### src/hw/rtl/c3lbf_pkg.sv
package c3lbf_pkg;

   localparam int PIX_W      = 8;
   localparam int TAPS       = 9;
   localparam int CSR_DATA_W = 48;
   localparam int CSR_IDX_W  = 3;
   localparam int KTM_W      = 48;
   localparam int KBR_W      = 24;
   localparam int SHIFT_W    = 5;
   localparam int DIM_W      = 12;

   localparam int PROD_W = 17;
   localparam int RSUM_W = PROD_W + 2;
   localparam int ACC_W  = RSUM_W + 2;

   typedef logic [CSR_IDX_W-1:0]  csr_index_type;
   typedef logic [CSR_DATA_W-1:0] csr_data_type;
   typedef logic [PIX_W-1:0]      pixel_type;
   typedef logic [TAPS-1:0][PIX_W-1:0] window_type;

   localparam csr_index_type CSR_KERNEL_TOP_MID = 3'd0;
   localparam csr_index_type CSR_KERNEL_BOTTOM  = 3'd1;
   localparam csr_index_type CSR_RIGHT_SHIFT    = 3'd2;
   localparam csr_index_type CSR_MAGNITUDE      = 3'd3;
   localparam csr_index_type CSR_IMAGE_HEIGHT   = 3'd4;
   localparam csr_index_type CSR_IMAGE_WIDTH    = 3'd5;

   typedef struct packed {
      logic shift_en;
      logic col0;
   } win_ctrl_type;

endpackage

### src/hw/rtl/c3lbf_mac.sv
module c3lbf_mac (
   input  logic                          clock,
   input  logic                          reset,
   input  logic                          in_valid,
   output logic                          in_stall,
   input  c3lbf_pkg::window_type         in_window,
   input  logic                          in_last,
   input  logic [c3lbf_pkg::KTM_W-1:0]   kernel_top_mid,
   input  logic [c3lbf_pkg::KBR_W-1:0]   kernel_bottom,
   input  logic [c3lbf_pkg::SHIFT_W-1:0] right_shift,
   input  logic                          magnitude_mode,
   output logic                          rsp_valid,
   input  logic                          rsp_stall,
   output c3lbf_pkg::pixel_type          rsp_pixel_out,
   output logic                          rsp_last_of_image
);
   import c3lbf_pkg::*;

   localparam int KALL_W = KTM_W + KBR_W;

   logic [KALL_W-1:0] kernel_all;

   logic p_valid_ff, r_valid_ff, s_valid_ff, rsp_valid_ff;
   logic p_last_ff, r_last_ff, s_last_ff, rsp_last_ff;
   logic p_free, r_free, s_free, out_free;

   logic [TAPS-1:0][PROD_W-1:0] prod_ff;
   logic [TAPS-1:0][PROD_W-1:0] prod_in;
   logic [2:0][RSUM_W-1:0]      rsum_ff;
   logic [2:0][RSUM_W-1:0]      rsum_in;
   logic [ACC_W-1:0]            acc_ff;
   logic [ACC_W-1:0]            acc_in;

   logic signed [ACC_W-1:0] shifted;
   logic signed [ACC_W:0]   mag_val;
   pixel_type               pix_in;
   pixel_type               pix_ff;

   assign kernel_all = {kernel_bottom, kernel_top_mid};

   assign out_free = !rsp_valid_ff || !rsp_stall;
   assign s_free   = !s_valid_ff || out_free;
   assign r_free   = !r_valid_ff || s_free;
   assign p_free   = !p_valid_ff || r_free;
   assign in_stall = !p_free;

   always_comb begin
      for (int t = 0; t < TAPS; t++) begin
         prod_in[t] = PROD_W'($signed(kernel_all[8*t +: 8]))
                    * PROD_W'($signed({1'b0, in_window[t]}));
      end
      for (int r = 0; r < 3; r++) begin
         rsum_in[r] = RSUM_W'($signed(prod_ff[3*r]))
                    + RSUM_W'($signed(prod_ff[3*r+1]))
                    + RSUM_W'($signed(prod_ff[3*r+2]));
      end
      acc_in = ACC_W'($signed(rsum_ff[0])) + ACC_W'($signed(rsum_ff[1]))
             + ACC_W'($signed(rsum_ff[2]));
   end

   always_comb begin
      shifted = $signed(acc_ff) >>> right_shift;
      if (magnitude_mode && shifted[ACC_W-1]) begin
         mag_val = -(ACC_W+1)'(shifted);
      end else begin
         mag_val = (ACC_W+1)'(shifted);
      end
      priority if (mag_val[ACC_W]) begin
         pix_in = '0;
      end else if (mag_val > (ACC_W+1)'(255)) begin
         pix_in = '1;
      end else begin
         pix_in = mag_val[PIX_W-1:0];
      end
   end

   always_ff @(posedge clock) begin
      if (reset) begin
         p_valid_ff   <= 1'b0;
         r_valid_ff   <= 1'b0;
         s_valid_ff   <= 1'b0;
         rsp_valid_ff <= 1'b0;
      end else begin
         if (p_free) begin
            p_valid_ff <= in_valid;
         end
         if (r_free) begin
            r_valid_ff <= p_valid_ff;
         end
         if (s_free) begin
            s_valid_ff <= r_valid_ff;
         end
         if (out_free) begin
            rsp_valid_ff <= s_valid_ff;
         end
      end
   end

   always_ff @(posedge clock) begin
      if (p_free && in_valid) begin
         prod_ff   <= prod_in;
         p_last_ff <= in_last;
      end
      if (r_free && p_valid_ff) begin
         rsum_ff   <= rsum_in;
         r_last_ff <= p_last_ff;
      end
      if (s_free && r_valid_ff) begin
         acc_ff    <= acc_in;
         s_last_ff <= r_last_ff;
      end
      if (out_free && s_valid_ff) begin
         pix_ff      <= pix_in;
         rsp_last_ff <= s_last_ff;
      end
   end

   assign rsp_valid         = rsp_valid_ff;
   assign rsp_pixel_out     = pix_ff;
   assign rsp_last_of_image = rsp_last_ff;

endmodule

### config.mk
export PLATFORM = sky130hd
export DESIGN_NAME = c3lbf_mac
export DESIGN_NICKNAME = d
export VERILOG_FILES = /design/src/hw/rtl/c3lbf_pkg.sv /design/src/hw/rtl/c3lbf_mac.sv
export SDC_FILE = /design/constraint.sdc
export NUM_CORES = 2
export LEC_CHECK = 0
export ABC_CLOCK_PERIOD_IN_PS = 11200
export BUFFER_PORTS_ARGS = -buffer_cell sky130_fd_sc_hd__buf_2
export CAP_MARGIN = 20
export CORE_MARGIN = 2
export CORE_UTILIZATION = 55
export CTS_BUF_LIST = sky130_fd_sc_hd__clkbuf_16
export CTS_CLUSTER_SIZE = 8
export DETAILED_ROUTE_END_ITERATION = 10
export PLACE_DENSITY = 0.81
export REMOVE_ABC_BUFFERS = 1
export SYNTH_ARGS = -nofsm -noshare
export SYNTH_HDL_FRONTEND = slang
export SYNTH_SLANG_ARGS = --single-unit
### constraint.sdc
create_clock -name clock -period 11.2 [get_ports clock]
set_clock_uncertainty 0.1 [all_clocks]
set_input_delay 0.56 -clock clock [delete_from_list [all_inputs] [get_ports clock]]
set_output_delay 0.56 -clock clock [all_outputs]
set_load 0.01 [all_outputs]
==> flow_summary.toml <==
[worst_setup_path]
crit_path_start_kind = "input port"
end_kind = "flip-flop"
critPathMaxFanout = 6
max_stage_delay_ps = 530
crit_slowest_cell = "fa_1"
crit_arrival_ps = 5190
timing.critical_path.from = "kernel_bottom[7]"
path_class = "in2reg"
r2r-start = "prod_ff[103]"
worstPathRequired_ps = 11360
crit_path_cell_trace = "buf_2, inv_1, fa_1, fa_1, inv_1, fa_1, inv_1, fa_1, inv_1, ha_1, o21ai_0, a21boi_0, o21ai_0, a21boi_0, o21ai_0, nand2b_1, a21o_1, a21oi_1, o21ai_0, xnor2_1"

[clocking]
hold_buffers = 0
cts_tree = "done"
clk_transition_reported_paths_ps = 50
cts-root-buf = "clkbuf_16"
clk_latency_ps = 520
cts_buffer_depth = 3
ctsResizeCount = 0
htreeDepth = 2
cts_setup_buffers = 0
cts.sinks = 247
numCtsBuffers = 37

[min_path]
min_from = "in_last"
hold_class = "in2reg"

[routing]
drt_iter0_drc = 1278
totalWireLength_mm = 65.9
wl_per_cell_microns = 15.6
ant_nets = 0
route.detailed.drc = 0
first_pass_iters = 6
vias = 22487
viasPerCell = 5.32

[status]
status = "finished clean"

[grt]
grt.total_usage_pct = 22.0
met3_usage_pct = 2.29
top_usage_layer = "met2"
met2_usage_pct = 38.4
grt_pass1_vias = 23653
antenna_found_initial = 0
use_met1_pct = 30.0
grt_pass1_wl_mm = 113
grt_overflow = 0
grt_max_degree = 79

[final_layout]
design_area_sq_um = 35600
syn2layout_area_growth_pct = 8.37
drive_gt1_share_pct = 7.90
nNetsFinal = 4467
antenna_cells = 0

[pwr]
p_seq_share_pct = 23.6
switching_power_mw = 3.80
total_power_mw = 8.84
vdd_drop_max_v = 0.000170
swShare_pct = 43.0
clkPwrFrac_pct = 11.4
p_leak_nw = 17.3
power_density_nw_per_um2 = 248
pwr-share-comb_pct = 65.0
intPower_mw = 5.04

[sta]
post-route-period-util_pct = 44.9
finalCriticalPeriod_ps = 5030
slew_violations = 0
setup_viol = 0
rsz0062_at_grt = "false"
worst_pin_slew_ps = 978
setup_tns_ps = 0
max_freq_ghz = 0.199
hold_viol = 0
slew_headroom_pct = 34.8

[place]
dpl_cell_area_sq_um = 34600
portBuffers = 165
gp_congestion = 0.904
hpwl_mm = 53.8

[synthesis]
synth_seq_cells = 247
synth-main-ff-cell = "edfxtp_1"
synthSimpleGateAreaFrac_pct = 14.0
synth_edf_count = 243
synth-xor-area-share_pct = 3.70
synth.avg_cell_area_sq_um = 10.1
synth_cell_type_count = 85
syn_inst = 3261
synth_mux_area_share_pct = 2.24
ys_seq_area_share_pct = 22.4
synth_fa_ha_area_share_pct = 42.2
synth_area_sq_um = 32900
ys_async_sr_fraction_pct = 0
synth_top_family_by_area = "adder cells"
yosys_warnings = 0
synth_compound_area_share_pct = 7.33

[floorplan]
row_count = 89
initial_core_util_pct = 55.7
die_x_microns = 249
pin_count = 166
die_h_microns = 249
dieArea_sq_um = 61800
core_sq_um = 59000

[job]
cap_violations = 0
[cell usage after synthesis, drive strengths merged (3+ instances only)]
cell type / number / area share, %
inv: 661 / 7.5
ha: 458 / 17
fa: 407 / 25
and2: 311 / 5.9
nand2: 282 / 3.2
edfxtp: 243 / 22
nor2: 151 / 1.7
o21ai: 125 / 1.9
xnor2: 116 / 3.1
a21oi: 109 / 1.7
nand2b: 61 / 1.2
a21boi: 36 / 0.82
a21o: 31 / 0.71
nor2b: 25 / 0.48
xor2: 23 / 0.61
mux4: 22 / 1.5
nand3: 19 / 0.29
nor3: 18 / 0.27
buf: 13 / 0.37
clkbuf: 12 / 0.14
mux2i: 12 / 0.40
o31ai: 11 / 0.25
mux2: 9 / 0.33
and3: 8 / 0.15
o21a: 7 / 0.16
or3: 6 / 0.13
a211oi: 5 / 0.13
a31oi: 5 / 0.095
o211ai: 5 / 0.11
o21bai: 5 / 0.11
a211o: 4 / 0.11
a22oi: 4 / 0.11
a2bb2oi: 4 / 0.13
dfxtp: 4 / 0.24
or2: 4 / 0.084
nand4: 3 / 0.12
nor4b: 3 / 0.17
o221ai: 3 / 0.14
o41ai: 3 / 0.10
[logic make-up after synthesis]
| kind of cell | after synthesis |
|---|---|
| fa+ha+maj | 865 |
| xor+xnor | 139 |
| compound gates | 378 |
| buf+inv | 687 |
| mux | 43 |
| flops | 247 |
| simple gates | 902 |
[metrics by stage]
step	worst slack, ps	hold slack (ps)	util (%)	cells
2_1_floorplan	3080	300	-	3236
3_3_place_gp	5840	308	58.6	4179
3_5_place_dp	5780	309	58.6	4179
4_1_cts	6220	161	60.4	4226
5_1_grt	5830	156	60.4	4228
6_report	6170	181	60.4	4228
[sequential cells by signal, indices dropped and copies added, names as in the netlist]
register	count
rsum_ff	57
s_valid_ff	1
s_last_ff	1
p_last_ff	1
prod_ff	153
rsp_pixel_out	8
r_valid_ff	1
r_last_ff	1
acc_ff	21
p_valid_ff	1
rsp_valid	1
rsp_last_of_image	1
[critical path, delay by kind of cell]
family / cells / cell delay (ps)
fa+ha+maj: 5 / 2370
simple gates: 1 / 110
compound gates: 8 / 1550
buf+inv: 5 / 440
xor+xnor: 1 / 160
[worst paths after layout]
| check | to | slack, ps | cells after the start |
|---|---|---|---|
| setup / recovery | prod_ff[118] | 6170 | 20 |
| hold / removal | p_last_ff | 180 | 1 |
| hold reg to reg | s_last_ff | 320 | 0 |
| setup reg to reg | rsum_ff[55] | 6990 | 15 |
[power by group through the flow]
stage          combinational, mW  sequential, mW  clock [mW]
6_report                    5.74            2.09        1.01
5_1_grt                     6.55            2.13        1.07
4_1_cts                     5.76            2.09        1.03
3_5_place_dp                5.66            2.10           0
3_3_place_gp                5.48            2.09           0
2_1_floorplan               4.44            1.98           0
[metal layers]
layer | part of all wire [%] | wire length, microns | vias up
li1 | - | - | 10863
met1 | 44 | 29000 | 11070
met2 | 50 | 33000 | 468
met3 | 4.4 | 2890 | 86
met4 | 1.6 | 1060 | 0
met5 | 0 | 0 | -
[placed cells by master (no fill, tap or decap), types with 23 or more instances in the layout]
master / count
clkbuf_16: 37
nor2b_1: 24
a21boi_0: 35
fa_1: 407
buf_2: 166
and2_1: 311
nor2_1: 149
nand2b_1: 61
edfxtp_1: 243
o21ai_0: 121
ha_1: 458
xor2_1: 23
a21o_1: 31
a21oi_1: 109
nand2_1: 282
xnor2_1: 116
inv_1: 666
[final cells by class]
type / instances / area [sq um]
multi-input combinational: 2327 / 22900
timing repair buffer: 172 / 883
clock buffer: 37 / 926
inverter: 662 / 2480
fill: 4769 / 23400
tap: 773 / 967
clock inverter: 10 / 120
sequential: 247 / 7380
Note: power is estimated with default switching activity, not from simulation.
