==> config.mk <==
export PLATFORM = sky130hd
export DESIGN_NAME = c3lbf_window
export DESIGN_NICKNAME = d
export VERILOG_FILES = /design/src/hw/rtl/c3lbf_pkg.sv /design/src/hw/rtl/c3lbf_window.sv
export SDC_FILE = /design/constraint.sdc
export NUM_CORES = 1
export LEC_CHECK = 0
export BUFFER_PORTS_ARGS = -buffer_cell sky130_fd_sc_hd__clkbuf_2
export CAP_MARGIN = 20
export CORE_MARGIN = 10
export CORE_UTILIZATION = 44
export CTS_BUF_LIST = sky130_fd_sc_hd__clkbuf_16
export CTS_CLUSTER_SIZE = 8
export DETAILED_ROUTE_END_ITERATION = 16
export PLACE_DENSITY = 0.78
export SYNTH_ARGS = -nofsm -noshare
export SYNTH_HDL_FRONTEND = slang
export SYNTH_SLANG_ARGS = --single-unit
==> constraint.sdc <==
create_clock -name clock -period 1.2 [get_ports clock]
set_clock_uncertainty 0.05 [all_clocks]
set_input_delay 0 -clock clock [delete_from_list [all_inputs] [get_ports clock]]
set_output_delay 0 -clock clock [all_outputs]
set_load 0.05 [all_outputs]
==> src/hw/rtl/c3lbf_pkg.sv <==
package c3lbf_pkg;

   localparam int PIX_W      = 8;
   localparam int TAPS       = 9;
   localparam int CSR_DATA_W = 48;
   localparam int CSR_IDX_W  = 3;
   localparam int KTM_W      = 48;
   localparam int KBR_W      = 24;
   localparam int SHIFT_W    = 5;
   localparam int DIM_W      = 12;

   localparam int PROD_W = 17;
   localparam int RSUM_W = PROD_W + 2;
   localparam int ACC_W  = RSUM_W + 2;

   typedef logic [CSR_IDX_W-1:0]  csr_index_type;
   typedef logic [CSR_DATA_W-1:0] csr_data_type;
   typedef logic [PIX_W-1:0]      pixel_type;
   typedef logic [TAPS-1:0][PIX_W-1:0] window_type;

   localparam csr_index_type CSR_KERNEL_TOP_MID = 3'd0;
   localparam csr_index_type CSR_KERNEL_BOTTOM  = 3'd1;
   localparam csr_index_type CSR_RIGHT_SHIFT    = 3'd2;
   localparam csr_index_type CSR_MAGNITUDE      = 3'd3;
   localparam csr_index_type CSR_IMAGE_HEIGHT   = 3'd4;
   localparam csr_index_type CSR_IMAGE_WIDTH    = 3'd5;

   typedef struct packed {
      logic shift_en;
      logic col0;
   } win_ctrl_type;

endpackage

==> src/hw/rtl/c3lbf_window.sv <==
module c3lbf_window (
   input  logic                   clock,
   input  logic                   reset,
   input  c3lbf_pkg::win_ctrl_type ctrl,
   input  c3lbf_pkg::pixel_type    col_top,
   input  c3lbf_pkg::pixel_type    col_mid,
   input  c3lbf_pkg::pixel_type    col_new,
   output c3lbf_pkg::window_type   win_next
);
   import c3lbf_pkg::*;

   window_type win_ff;
   window_type win_in;

   always_comb begin
      for (int r = 0; r < 3; r++) begin
         win_in[3*r]     = ctrl.col0 ? '0 : win_ff[3*r+1];
         win_in[3*r + 1] = ctrl.col0 ? '0 : win_ff[3*r+2];
      end
      win_in[2] = col_top;
      win_in[5] = col_mid;
      win_in[8] = col_new;
   end

   always_ff @(posedge clock) begin
      if (reset) begin
         win_ff <= '0;
      end else if (ctrl.shift_en) begin
         win_ff <= win_in;
      end
   end

   assign win_next = win_in;

endmodule

==> results_dict.tcl, run 1 <==
set metrics [dict create \
    outcome "finished, final reports clean" \
    peakVddDrop_mv 0.822 \
    crit_chain "nor2b_1 > buf_12" \
    synth_flop_cell "dfxtp_1" \
    start_util 0.458 \
    fillers 363 \
    reg_top3 "win_ff x48" \
    grt_pass1_vias 2027 \
    cp_max_fo 3 \
    r2r_end "win_ff[36]" \
    vias 1943 \
    track_usage 0.140 \
    fin_setup_tns_ns 0 \
    grt_overflow 0 \
    arrival_ns 1.08 \
    cp-start-kind "register" \
    drc_errors 0 \
    largest_reg_flops 48 \
    swShare 0.281 \
    whs_path_depth 3 \
    io_pins 100 \
    slew_viol_final 0 \
    drt-pass1-iter-count 4 \
    register_area_um2 961 \
    async_reset_ff_frac 0 \
    synth_edf_count 0 \
    reg2reg_from "win_ff[44]" \
    io_buffers 99 \
    ctsHoldBuffers 24 \
    worst_slew_pin_slew_ns 0.327 \
    period_minus_slack_ns 1.13 \
    hpwl_um 4260 \
    ys_seq_elements 48 \
    seq_power_share 0.440 \
    wl_per_cell_um 14.6 \
    totalWireLength_um 6110 \
    hold_class "primary input to register" \
    max_freq_ghz 0.885 \
    hold_start "reset" \
    postCtsSetupBuffers 0 \
    diodes 0 \
    multiInputGateArea_um2 1080 \
    synth_area_leaders "dfxtp_1 41%, nor2b_1 13%, mux2i_1 10%" \
    power_density_nw_per_um2 1030 \
    nets 377 \
    reg2reg_slack_ns 0.47 \
    max_stage_delay_ns 0.36 \
    cts_tree "done" \
    rsz0062_at_grt "false" \
    synth_nets 288 \
    cts.clk_slew.worst_paths_ns 0.06 \
    p_int_mw 2.78 \
    dieArea_um2 8670 \
    r2r_cells 2 \
    clock_path_buffers 2 \
    pwr-share-comb 0.233 \
    drtIter0Drc 54 \
    area_growth_pct 60.1 \
    p_leak_nw 1.57 \
    drive_above_1_share 0.306 \
    setup_viol 0 \
    antenna_found_initial 0 \
    critPathSlowestCell "dfxtp_1" \
    avgViaCountPerCell 4.63 \
    h-tree-depth 2 \
    cts_sinks 48 \
    synth_top_area_frac 0.408 \
    ys_warn_count 0 \
    cts_made_buffers 5 \
    insertion_delay_ns 0.27 \
    cts_root_buf "clkbuf_16" \
    cp_data_required_time_ns 1.15 \
    grt_pass1_wl_um 9980 \
    rows 26 \
    hold_viol 0 \
    synth.distinct_cells 12 \
    critPathKind "register to output port" \
    relSlewSlack 0.782 \
    power_switching_mw 1.09 \
    coreArea_um2 5140 \
    period_share 0.942 \
    ant_nets 0 \
    die_w_um 93.1 \
    regMostFlops "win_ff" \
    cap_violations 0 \
    ctsResizeCount 0 \
    synth_top_cell_by_area "dfxtp_1" \
    end_kind "output port" \
    synthCells 260 \
    pwr-share-clk 0.327 \
    yosys-top-cells-count "48 x dfxtp_1, 48 x nor2b_1, 25 x buf_4" \
    dieHeight_um 93.1 \
    grt_max_degree 73 \
    synth_area_per_cell_um2 9.05 \
    gp_congestion 0.719 \
    yosysSeqAreaShare 0.408 \
    syn_area_um2 2350 \
    utilization 0.733 \
    hold_end "win_ff[66]" \
]
==> layout by cell type (no fill, tap or decap), types with 24 or more instances in the layout <==
cell           Yosys  layout
mux2i_1           24      24
dfxtp_1           48      48
buf_12             0      50
a21oi_1           24      24
clkbuf_2           2      52
nor2_1            24      24
nand3b_1          24      24
dlygate4sd3_1      0      24
nor2b_1           48      48
nand2b_1          24      24
==> how the worst max path moves through the flow <==
| stage | from | to | slack [ns] | cells after the start |
|---|---|---|---|---|
| 2_1_floorplan | win_ff[71] | win_next[63] | 0.11 | 1 |
| 3_3_place_gp | ctrl[1] | win_ff[40] | 0.35 | 4 |
| 3_5_place_dp | ctrl[1] | win_ff[67] | 0.29 | 4 |
| 4_1_cts | win_ff[21] | win_next[13] | 0.05 | 2 |
| 5_1_grt | win_ff[44] | win_next[36] | 0.02 | 2 |
| 6_report | win_ff[21] | win_next[13] | 0.07 | 2 |
==> critical path, delay by kind of cell (launching register included) <==
kind	cells	cell delay (ns)
flip-flops	1	0.36
AND/OR/NAND/NOR	1	0.27
buffers and inverters	1	0.18
==> routing by layer <==
layer  track usage  share of wire  vias to the layer above
met3        0.0448          0.054                        6
met2         0.263           0.55                       51
met5             0              0                        -
met4        0.0463          0.017                        0
li1              -              -                      996
met1         0.143           0.38                      890
==> kinds of logic after synthesis <==
group / synth area share
flops: 0.408
compound gates: 0.0510
buf+inv: 0.132
mux: 0.102
simple gates: 0.306
==> power by group through the flow <==
stage / Sequential [mW] / Combinational, mW / Clock, mW
6_report: 1.70 / 0.903 / 1.26
5_1_grt: 1.71 / 0.954 / 1.39
4_1_cts: 1.70 / 0.907 / 1.31
3_5_place_dp: 1.73 / 0.845 / 0
3_3_place_gp: 1.73 / 0.829 / 0
2_1_floorplan: 1.72 / 0.601 / 0
==> layout make-up <==
cell class              count  share of cell area
clock buffers               5              0.0332
repair buffers            126               0.399
multi-input cells         168               0.287
flip-flops and latches     48               0.255
well taps                  70              0.0232
clock inverters             3             0.00299
==> stage by stage <==
step / instances / hold slack [ns] / total power [mW] / worst slack [ns] / cell area, um^2
final: 420 / 0.105 / 3.87 / 0.0701 / 3770
after global routing: 420 / 0.112 / 4.05 / 0.0187 / 3770
after CTS: 420 / 0.104 / 3.91 / 0.0516 / 3770
after detailed placement: 388 / 0.209 / 2.58 / 0.287 / 3390
after global placement: 388 / 0.198 / 2.56 / 0.351 / 3390
after floorplan: 260 / 0.0972 / 2.32 / 0.111 / 2350
(Power assumes the default switching activity.)
==> inputs of run 2 (changes only) <==
- REMOVE_ABC_BUFFERS: default -> 1
==> run 2 against run 1 <==
Net effect: power down 2.3%; routed wire length down 6.8%; worst setup slack better by 0.0020 ns; final cell count up 0.24%; register-to-register slack worse by 0.02 ns; sequential power about the same; sequential share of layout area up 3.4 points; count of clock-buffer cells in the layout unchanged; critical path depth unchanged; global-route usage down 1.3 points; via count down 0.15%; utilization down 8.6 points; critical path type unchanged; largest cell class is now multi-input combinational cells; highest routed layer unchanged.
==> results_dict.tcl, run 2 (synthesis results as in run 1) <==
set metrics [dict create \
    cap_violations 0 \
    arrival_ns 1.08 \
    cp-start-kind "register" \
    grt_overflow 0 \
    whs_path_depth 3 \
    setup_viol 0 \
    r2r_cells 2 \
    cts_made_buffers 5 \
    dieHeight_um 93.1 \
    layout_commonest_cell "clkbuf_2" \
    track_usage 0.127 \
    rsz0062_at_grt "false" \
    antenna_found_initial 0 \
    final_cell_mix "82 x clkbuf_2, 48 x nor2b_1, 48 x dfxtp_1" \
    area_growth_pct 41.3 \
    cp_data_required_time_ns 1.15 \
    cts_root_buf "clkbuf_16" \
    grt_pass1_wl_um 9330 \
    coreArea_um2 5140 \
    worst_slew_pin_slew_ns 0.300 \
    nets 378 \
    p_leak_nw 1.47 \
    grt_max_degree 73 \
    drt-pass1-iter-count 4 \
    fin_area_um2 3320 \
    drive_above_1_share 0.308 \
    critPathKind "register to output port" \
    r2r_end "win_ff[37]" \
    reg2reg_slack_ns 0.45 \
    drtIter0Drc 52 \
    h-tree-depth 2 \
    rows 26 \
    hold_end "win_ff[70]" \
    end_kind "output port" \
    insertion_delay_ns 0.28 \
    hpwl_um 3800 \
    drc_errors 0 \
    outcome "finished, final reports clean" \
    regMostFlops "win_ff" \
    wl_per_cell_um 13.5 \
    place_area_um2 2950 \
    relSlewSlack 0.801 \
    cp_max_fo 3 \
    gp_congestion 0.670 \
    postCtsSetupBuffers 0 \
    die_w_um 93.1 \
    grt_pass1_vias 1988 \
    totalWireLength_um 5700 \
    hold_class "primary input to register" \
    dieArea_um2 8670 \
    cts_tree "done" \
    avgViaCountPerCell 4.61 \
    cts_sinks 48 \
    period_share 0.940 \
    clock_path_buffers 2 \
    io_buffers 99 \
    power_density_nw_per_um2 1140 \
    start_util 0.458 \
    finalPower_mw 3.78 \
    vias 1940 \
    largest_reg_flops 48 \
    fillers 438 \
    peakVddDrop_mv 0.976 \
    hold_start "reset" \
    max_freq_ghz 0.887 \
    cts.clk_slew.worst_paths_ns 0.06 \
    fin_setup_tns_ns 0 \
    period_minus_slack_ns 1.13 \
    slew_viol_final 0 \
    reg2reg_from "win_ff[45]" \
    io_pins 100 \
    utilization 0.647 \
    ant_nets 0 \
    reg_top3 "win_ff x48" \
    diodes 0 \
    hold_viol 0 \
]
run 2: changes by cell type in the layout (fill, tap and decap cells not counted):
cell / previous run / this run
clkbuf_2: 52 / 82
clkbuf_4: 0 / 1
buf_12: 50 / 20
run 2: critical path, cell delays in order (launching register included):
cell and delay [ns]:
dfxtp_1 0.34, nor2b_1 0.16, clkbuf_2 0.30
run 2: power by group:
part	switching (mW)	total, mW	internal, mW
clock	0.523	1.27	0.749
sequential	0.0384	1.70	1.66
combinational	0.510	0.808	0.298
run 2: how the worst max path moves through the flow:
stage / from / to / slack [ns] / depth (start not counted)
after floorplan: win_ff[71] / win_next[63] / 0.11 / 1
after global placement: ctrl[1] / win_ff[64] / 0.39 / 4
after detailed placement: win_ff[66] / win_next[58] / 0.35 / 2
after CTS: win_ff[66] / win_next[58] / 0.05 / 2
after global routing: win_ff[44] / win_next[36] / 0.0009 / 2
final: win_ff[44] / win_next[36] / 0.07 / 2
run 2: stage by stage:
| stage | instances | hold WS [ns] | setup slack (ns) |
|---|---|---|---|
| floorplan | 216 | -0.0500 | 0.111 |
| global placement | 389 | 0.198 | 0.392 |
| detailed placement | 389 | 0.209 | 0.353 |
| CTS | 421 | 0.0933 | 0.0452 |
| global route | 421 | 0.109 | 0.000912 |
| finish | 421 | 0.0959 | 0.0721 |
run 2: routing by layer:
layer,GRT usage,part of all wire,routed length [um],vias up
li1,-,-,-,996
met1,0.135,0.41,2350,880
met2,0.228,0.50,2850,60
met3,0.0528,0.081,463,4
met4,0.0308,0.0053,30,0
met5,0,0,0,-
run 2: what timing repair did:
action	4_1_cts	5_1_grt
gates resized for setup	0	2
setup endpoints to repair	0	1
hold endpoints to repair	24	0
hold buffers	24	0
run 2: area by class of cell:
| type | instances | area (um^2) | share of cell area |
|---|---|---|---|
| multi-input cells | 168 | 1080 | 0.325 |
| repair buffers | 127 | 1060 | 0.318 |
| clock inverters | 3 | 11.3 | 0.00339 |
| clock buffers | 5 | 125 | 0.0376 |
| flip-flops and latches | 48 | 961 | 0.289 |
| well taps | 70 | 87.6 | 0.0263 |
==> inputs of run 3 (changes only) <==
- clock period: 1.2 -> 1.1 ns (I/O delays scaled with it)
==> run 3 against run 2 <==
Net effect: die area stayed put; largest cell class is now non-clock buffers; power is 8.8% higher; combinational power is 12% higher; via count is 0.26% higher; register-to-register slack worse by 0.07 ns; critical path depth stayed put; sequential cell count stayed put; routed wire length is 1.2% higher; final cell count is 0.71% lower; critical path type unchanged; hold slack better by 0.0024 ns.
==> results_dict.tcl, run 3 (synthesis results as in run 1) <==
set metrics [dict create \
    outcome "finished, final reports clean" \
    clock_path_buffers 2 \
    worst_slack_ns 0.0226 \
    grt_overflow 0 \
    utilization 0.659 \
    period_minus_slack_ns 1.08 \
    arrival_ns 1.03 \
    dieArea_um2 8670 \
    regMostFlops "win_ff" \
    drt-pass1-iter-count 4 \
    end_kind "output port" \
    relSlewSlack 0.804 \
    hold_class "primary input to register" \
    period_share 0.979 \
    die_w_um 93.1 \
    hold_viol 0 \
    cts_tree "done" \
    dieHeight_um 93.1 \
    slew_viol_final 0 \
    grt_max_degree 73 \
    cp_max_fo 3 \
    antenna_found_initial 0 \
    critPathKind "register to output port" \
    max_freq_ghz 0.928 \
    cts_root_buf "clkbuf_16" \
    start_util 0.458 \
    r2r_cells 2 \
    final_cell_mix "54 x clkbuf_2, 48 x dfxtp_1, 41 x nor2b_1" \
    reg2reg_slack_ns 0.38 \
    reg_top3 "win_ff x48" \
    ant_nets 0 \
    avgViaCountPerCell 4.65 \
    peakVddDrop_mv 0.927 \
    cts_made_buffers 5 \
    drtIter0Drc 91 \
    diodes 0 \
    hold_start "reset" \
    cp-start-kind "register" \
    rows 26 \
    cap_violations 0 \
    cts.clk_slew.worst_paths_ns 0.06 \
    postCtsSetupBuffers 0 \
    largest_reg_flops 48 \
    fillers 423 \
    hold_end "win_ff[18]" \
    vias 1945 \
    h-tree-depth 2 \
    track_usage 0.126 \
    gp_congestion 0.669 \
    drc_errors 0 \
    coreArea_um2 5140 \
    power_density_nw_per_um2 1210 \
    area_growth_pct 43.9 \
    hpwl_um 3750 \
    layout_commonest_cell "clkbuf_2" \
    io_buffers 99 \
    p_leak_nw 1.47 \
    grt_pass1_wl_um 9200 \
    whs_path_depth 3 \
    place_ws_ns 0.273 \
    cts_sinks 48 \
    cp_data_required_time_ns 1.05 \
    grt_pass1_vias 1967 \
    nets 378 \
    finalPower_mw 4.11 \
    rsz0062_at_grt "true" \
    io_pins 100 \
    r2r_end "win_ff[58]" \
    reg2reg_from "win_ff[66]" \
    drive_above_1_share 0.330 \
    totalWireLength_um 5770 \
    setup_viol 0 \
    worst_slew_pin_slew_ns 0.296 \
    wl_per_cell_um 13.8 \
    insertion_delay_ns 0.27 \
]
==> run 3: changes by cell type in the layout (fill, tap and decap cells not counted), sizes merged <==
cell	change
clkbuf	-15
inv	-2
buf	+15
clkinv	-1
==> run 3: repair_timing <==
item                                    in CTS  in global routing
hold buffers                                24                  0
gates resized for setup                      8                 51
endpoints found under the setup margin       8                 36
hold endpoints to repair                    24                  0
gates cloned                                 0                  0
==> run 3: layout make-up <==
type | instances | area [um^2] | area share
multi-input combinational | 168 | 1100 | 0.324
sequential | 48 | 961 | 0.284
clock buffer | 5 | 125 | 0.0369
timing repair buffer | 127 | 1110 | 0.329
tap | 70 | 87.6 | 0.0259
==> run 3: worst max path at each step <==
stage	from	to	slack, ns	cells past startpoint
CTS	win_ff[41]	win_next[33]	0.002	2
global placement	ctrl[1]	win_ff[64]	0.29	4
finish	win_ff[45]	win_next[37]	0.02	2
detailed placement	ctrl[1]	win_ff[66]	0.27	4
floorplan	win_ff[71]	win_next[63]	0.01	1
global route	win_ff[32]	win_next[24]	-0.01	2
==> run 3: worst max-delay path, cell delays in order, from the launching register on <==
cell	delay (ns)
dfxtp_1	0.34
nor2b_1	0.16
clkbuf_4	0.25
==> run 3: where the power goes <==
group / total [mW] / internal (mW) / switching (mW) / leakage [nW]
clock: 1.36 / 0.803 / 0.553 / 0.0616
combinational: 0.902 / 0.343 / 0.560 / 1.02
sequential: 1.85 / 1.81 / 0.0425 / 0.392
total: 4.11 / 2.95 / 1.16 / 1.47
==> run 3: layer usage <==
layer | up-vias | share of wire | global-route usage | routed length [um]
met5 | - | 0 | 0 | 0
met4 | 0 | 0.0064 | 0.0308 | 37
met3 | 5 | 0.084 | 0.0560 | 484
met2 | 62 | 0.50 | 0.226 | 2900
met1 | 890 | 0.41 | 0.130 | 2350
li1 | 988 | - | - | -
==> run 3: through the flow <==
stage          hold slack [ns]  setup TNS (ns)  area [um^2]  std cells
5_1_grt                  0.110         -0.0425         3390        418
4_1_cts                 0.0958               0         3330        418
3_3_place_gp             0.198               0         2950        389
3_5_place_dp             0.209               0         2950        389
6_report                0.0983               0         3390        418
2_1_floorplan          -0.0500               0         2040        216
